**src/hdl/prr_pkg.sv**
```systemverilog
// ----------------------------------------------------------------------------
// prr_pkg: shared types and constants of the polyphase row resampler
// Holds the table sizes, the register and request codes, the controller states
// and the per-tap control word that is passed to the MAC.
// ----------------------------------------------------------------------------
package prr_pkg;

  localparam int MAX_HALF_TAPS = 8;
  localparam int MAX_PHASES    = 64;
  localparam int MAX_WIDTH     = 4096;
  localparam int TAPS_MAX      = 2 * MAX_HALF_TAPS + 1;
  localparam int COEF_DEPTH    = MAX_PHASES * TAPS_MAX;
  localparam int COEF_AW       = $clog2(COEF_DEPTH);
  localparam int BURST_MAX     = 64;
  localparam int CNT_MAX       = 8191;

  localparam logic REQ_SAMPLE = 1'b0;
  localparam logic REQ_COEF   = 1'b1;

  typedef enum logic [2:0] {
    CFG_PHASE_COUNT = 3'd0,
    CFG_STEP_WHOLE  = 3'd1,
    CFG_STEP_FRAC   = 3'd2,
    CFG_OUT_WIDTH   = 3'd3,
    CFG_HALF_TAPS   = 3'd4
  } prr_cfg_e;

  typedef enum logic [2:0] {
    ST_IDLE,
    ST_CHECK,
    ST_RUN,
    ST_WAIT,
    ST_EMIT
  } prr_state_e;

  typedef struct packed {
    logic en;
    logic first;
    logic last;
  } prr_tap_t;

endpackage

```
**src/hdl/prr_mac.sv**
```systemverilog
// ----------------------------------------------------------------------------
// prr_mac: tap multiply-accumulate
// Multiplies one sample by one coefficient per cycle, accumulates the taps of
// one output and rounds and saturates the sum to Q1.15.
// ----------------------------------------------------------------------------
module prr_mac
  import prr_pkg::*;
(
  input  logic               clk_i,
  input  logic               rst_ni,
  input  prr_tap_t           tap_i,
  input  logic signed [15:0] sample_i,
  input  logic signed [17:0] coef_i,
  output logic               done_o,
  output logic signed [15:0] pixel_o
);

  logic signed [33:0] prod_q;
  prr_tap_t           prod_ctl_q;
  logic signed [37:0] acc_q;
  logic               done_q;
  logic signed [37:0] rnd;
  logic signed [21:0] quo;

  always_ff @(posedge clk_i or negedge rst_ni) begin
    if (!rst_ni) begin
      prod_ctl_q <= '0;
      done_q     <= 1'b0;
    end else begin
      prod_ctl_q <= tap_i;
      done_q     <= prod_ctl_q.en && prod_ctl_q.last;
    end
  end

  always_ff @(posedge clk_i) begin
    prod_q <= sample_i * coef_i;
    if (prod_ctl_q.en) begin
      if (prod_ctl_q.first) begin
        acc_q <= 38'(prod_q);
      end else begin
        acc_q <= acc_q + 38'(prod_q);
      end
    end
  end

  always_comb begin
    rnd = acc_q + 38'sd32768;
    quo = 22'(rnd >>> 16);
    if (quo > 22'sd32767) begin
      pixel_o = 16'sh7fff;
    end else if (quo < -22'sd32768) begin
      pixel_o = -16'sh8000;
    end else begin
      pixel_o = 16'(quo);
    end
  end

  assign done_o = done_q;

endmodule
```
**config.mk**
```make
export PLATFORM = sky130hd
export DESIGN_NAME = prr_mac
export DESIGN_NICKNAME = d
export VERILOG_FILES = /design/src/hdl/prr_pkg.sv /design/src/hdl/prr_mac.sv
export SDC_FILE = /design/constraint.sdc
export NUM_CORES = 1
export LEC_CHECK = 0
export CAP_MARGIN = 15
export CORE_ASPECT_RATIO = 0.75
export CORE_MARGIN = 3
export CORE_UTILIZATION = 62
export CTS_CLUSTER_SIZE = 40
export DETAILED_ROUTE_END_ITERATION = 7
export DONT_BUFFER_PORTS = 1
export GPL_ROUTABILITY_DRIVEN = 0
export PLACE_DENSITY = 0.83
export SLEW_MARGIN = 15
export SYNTH_ARGS = -nofsm -noshare
export SYNTH_HDL_FRONTEND = slang
export SYNTH_SLANG_ARGS = --single-unit
```
**constraint.sdc**
```tcl
create_clock -name clk_i -period 3.8 [get_ports clk_i]
set_clock_uncertainty 0.15 [all_clocks]
set_input_delay 0.38 -clock clk_i [delete_from_list [all_inputs] [get_ports clk_i]]
set_output_delay 0.38 -clock clk_i [all_outputs]
set_load 0.005 [all_outputs]
```
==> impl_metrics.ini <==
[routing]
drt_iter0_markers = 902
final_antenna_net_count = 0
post-route-drc-count = 0
routed_wl_um = 37200
first_pass_iters = 5
wl_per_cell_um = 17.4
vias = 12300
viasPerCell = 5.73

[global_routing]
overflow = 0
grt_usage_pct = 28.5
grt_pass1_wl_um = 62600
grt_pass1_vias = 13500
antenna_found_initial = 0
grt_max_degree = 56

[sta]
worst_pin_slew_ns = 0.983
min_period_ns = 5.70
setup_viol = 26
maxSlewHeadroom_pct = 33.9
setup_slack_ns = -1.90
period_share_pct = 150
rsz0062_at_grt = true
fmax_ghz = 0.175
hold_violations = 0
holdWs_ns = 0.0345
slew_viol_final = 0

[worst_setup_path]
required_ns = 3.92
critPathKind = primary input to flip-flop
cp_cell_sequence = and2_1, fa_1, inv_1, fa_1, fa_1, inv_1, fa_1, fa_1, inv_2, fa_1, inv_1, ha_2, a21o_1, a21o_1, a21oi_2, o21ai_2, o21bai_2, o22ai_2, a221o_1, a221o_1, a21oi_2, xnor2_1
rrSetupSlack_ns = 0.12
cpMostUsedCell = fa_1
critPathMaxFanout = 16
end_kind = flip-flop
r2r-end = acc_q[37]
start_kind = primary input
critPathSlowestCell = fa_1
rr_startpoint = acc_q[8]
arrival_ns = 5.82
slowest_delay_ns = 0.55
r2r_cells = 11

[synthesis]
syn_inst = 1724
syn-num-nets = 2178
ys_seq_area_share_pct = 12.3
ys_warn_count = 0
ys_async_sr_fraction_pct = 5.26
yosys-top-cells-area = fa_1 37%, ha_1 10%, inv_1 9.1%
yosys.cell_types.count = 56
yosys.area.top_type_share_pct = 37.4
synth_seq_cells = 76
synth_largest_area_cell = fa_1
netlist_area_mm2 = 0.0156
synth.avg_cell_area_um2 = 9.04
synth_edf_count = 38
synth-main-ff-cell = edfxtp_1

[floorplan]
die_y_um = 143
design.core.area_mm2 = 0.0243
initial_core_util_pct = 64.0
rows = 49
die_area_mm2 = 0.0271
die_w_um = 189
ios = 56

[placed_design]
place_hpwl_um = 29000
place_inst = 2100
placed_area_mm2 = 0.0168
io_buffers = 0

[worst_hold_path]
hold_path_end = prod_q[0]
hold_depth = 1
min-delay-path-class = primary input to flip-flop
hp-start = sample_i[0]

[finish]
diodes = 0
design_area_mm2 = 0.0178
final_util_pct = 73.1
layout-drive-gt1-share_pct = 17.4
fin_cells = 2143
syn2layout_area_growth_pct = 14.2
nets = 2261

[clock_tree]
htree_num_levels = 3
path_clk_slew_ns = 0.06
cts_buffer_depth = 2
root_buffer = clkbuf_16
worst_skew_pair.late_latency_ns = 0.34
tritoncts = yes
numCtsBuffers = 9
clkSinkCount = 76

[run]
cap_violations = 0

[outcome]
status = finished with violations
violations = negative setup slack
routing by layer:
layer  up-vias  global-route usage, %  share of wire (%)
met5         -                      0                  0
met4         0                   9.79                3.6
met3       128                   3.85                5.5
met2       472                   53.4                 53
met1      6198                   34.1                 38
li1       5471                      -                  -
sequential cells by signal (all words and copies together), names as in the netlist:
signal / count
acc_q: 38
done_o: 1
prod_ctl_q: 3
prod_q: 34
kinds of logic after synthesis:
logic type      share of synthesized area (%)
xor+xnor                                 5.06
buf+inv                                  10.6
mux                                     0.538
simple gates                             14.9
compound gates                           9.24
fa+ha+maj                                47.4
flops                                    12.3
metrics by stage:
stage                     setup WS, ns  setup TNS [ns]
after floorplan                  -2.17          -36.96
after global placement           -2.34          -41.09
after detailed placement         -2.51          -43.53
after CTS                        -1.90          -31.59
after global routing             -2.11          -36.08
final                            -1.90          -32.29
worst max-delay path, delay by kind of cell:
kind	cells	cell delay (ns)
buf+inv	4	0.18
xor+xnor	1	0.12
fa+ha+maj	7	3.23
compound gates	9	1.75
simple gates	1	0.16
cell usage after synthesis (3+ instances only):
library cell,number
or2_2,3
ha_1,124
a21oi_1,60
xnor2_1,53
and3_1,9
a221o_1,3
nor3_1,9
mux2i_1,5
nand3_1,22
edfxtp_1,38
mux2_2,3
and2_1,135
clkbuf_1,55
o211ai_1,5
a21o_1,28
nand2b_1,18
o22ai_1,3
nor3b_1,4
dfrtp_1,4
o31ai_1,3
o21bai_1,10
and4_1,3
dfxtp_1,34
o21ai_0,79
nand4_1,8
nand2_1,203
a211oi_1,5
o21a_1,6
inv_1,379
nor2_1,39
nor2b_1,8
xor2_1,37
a31oi_1,8
fa_1,291
cells in the final DEF (no fill, tap or decap), types with 5 or more instances in the layout:
cell       instances
inv_1            348
fa_1             276
nand2_1          193
and2_1           123
buf_4            111
ha_1             102
o21ai_0           71
xnor2_1           48
edfxtp_1          38
a21oi_1           37
xor2_1            35
dfxtp_1           34
inv_2             30
a21o_1            28
nor2_1            28
a21oi_2           20
nand3_1           19
nand2b_1          17
ha_4              17
fa_2              15
buf_6             13
and2_4            12
clkbuf_16         10
nor2_2             9
o21ai_2            8
o21bai_1           8
and3_1             8
nand4_1            8
nor3_1             8
nand2_2            7
a31oi_1            7
nor2b_1            7
o21a_1             6
o211ai_1           5
mux2i_1            5
xnor2_2            5
ha_2               5
worst max-delay path by stage:
stage | startpoint | end | slack [ns]
final | coef_i[11] | prod_q[33] | -1.90
after global routing | sample_i[15] | prod_q[33] | -2.11
after CTS | coef_i[5] | prod_q[33] | -1.90
after detailed placement | coef_i[13] | prod_q[30] | -2.51
after global placement | coef_i[5] | prod_q[33] | -2.34
after floorplan | sample_i[10] | prod_q[33] | -2.17
repair_timing:
action	CTS	global route
setup endpoints to repair	26	48
setup buffers	17	7
hold endpoints to repair	7	0
hold buffers	4	0
resized for setup	75	50
pin swaps	73	43
area by class of cell:
cell class	instances	area [um^2]
Clock buffer	10	250
Sequential cell	76	1920
Multi-Input combinational cell	1212	12700
Tap cell	331	414
Timing Repair Buffer	129	1040
Inverter	379	1430
Fill cell	1666	6540
Clock inverter	6	52.6
Power is left out: the tool's default activity adds up to more than one toggle a clock period on the data nets, which glitch-free logic cannot reach.
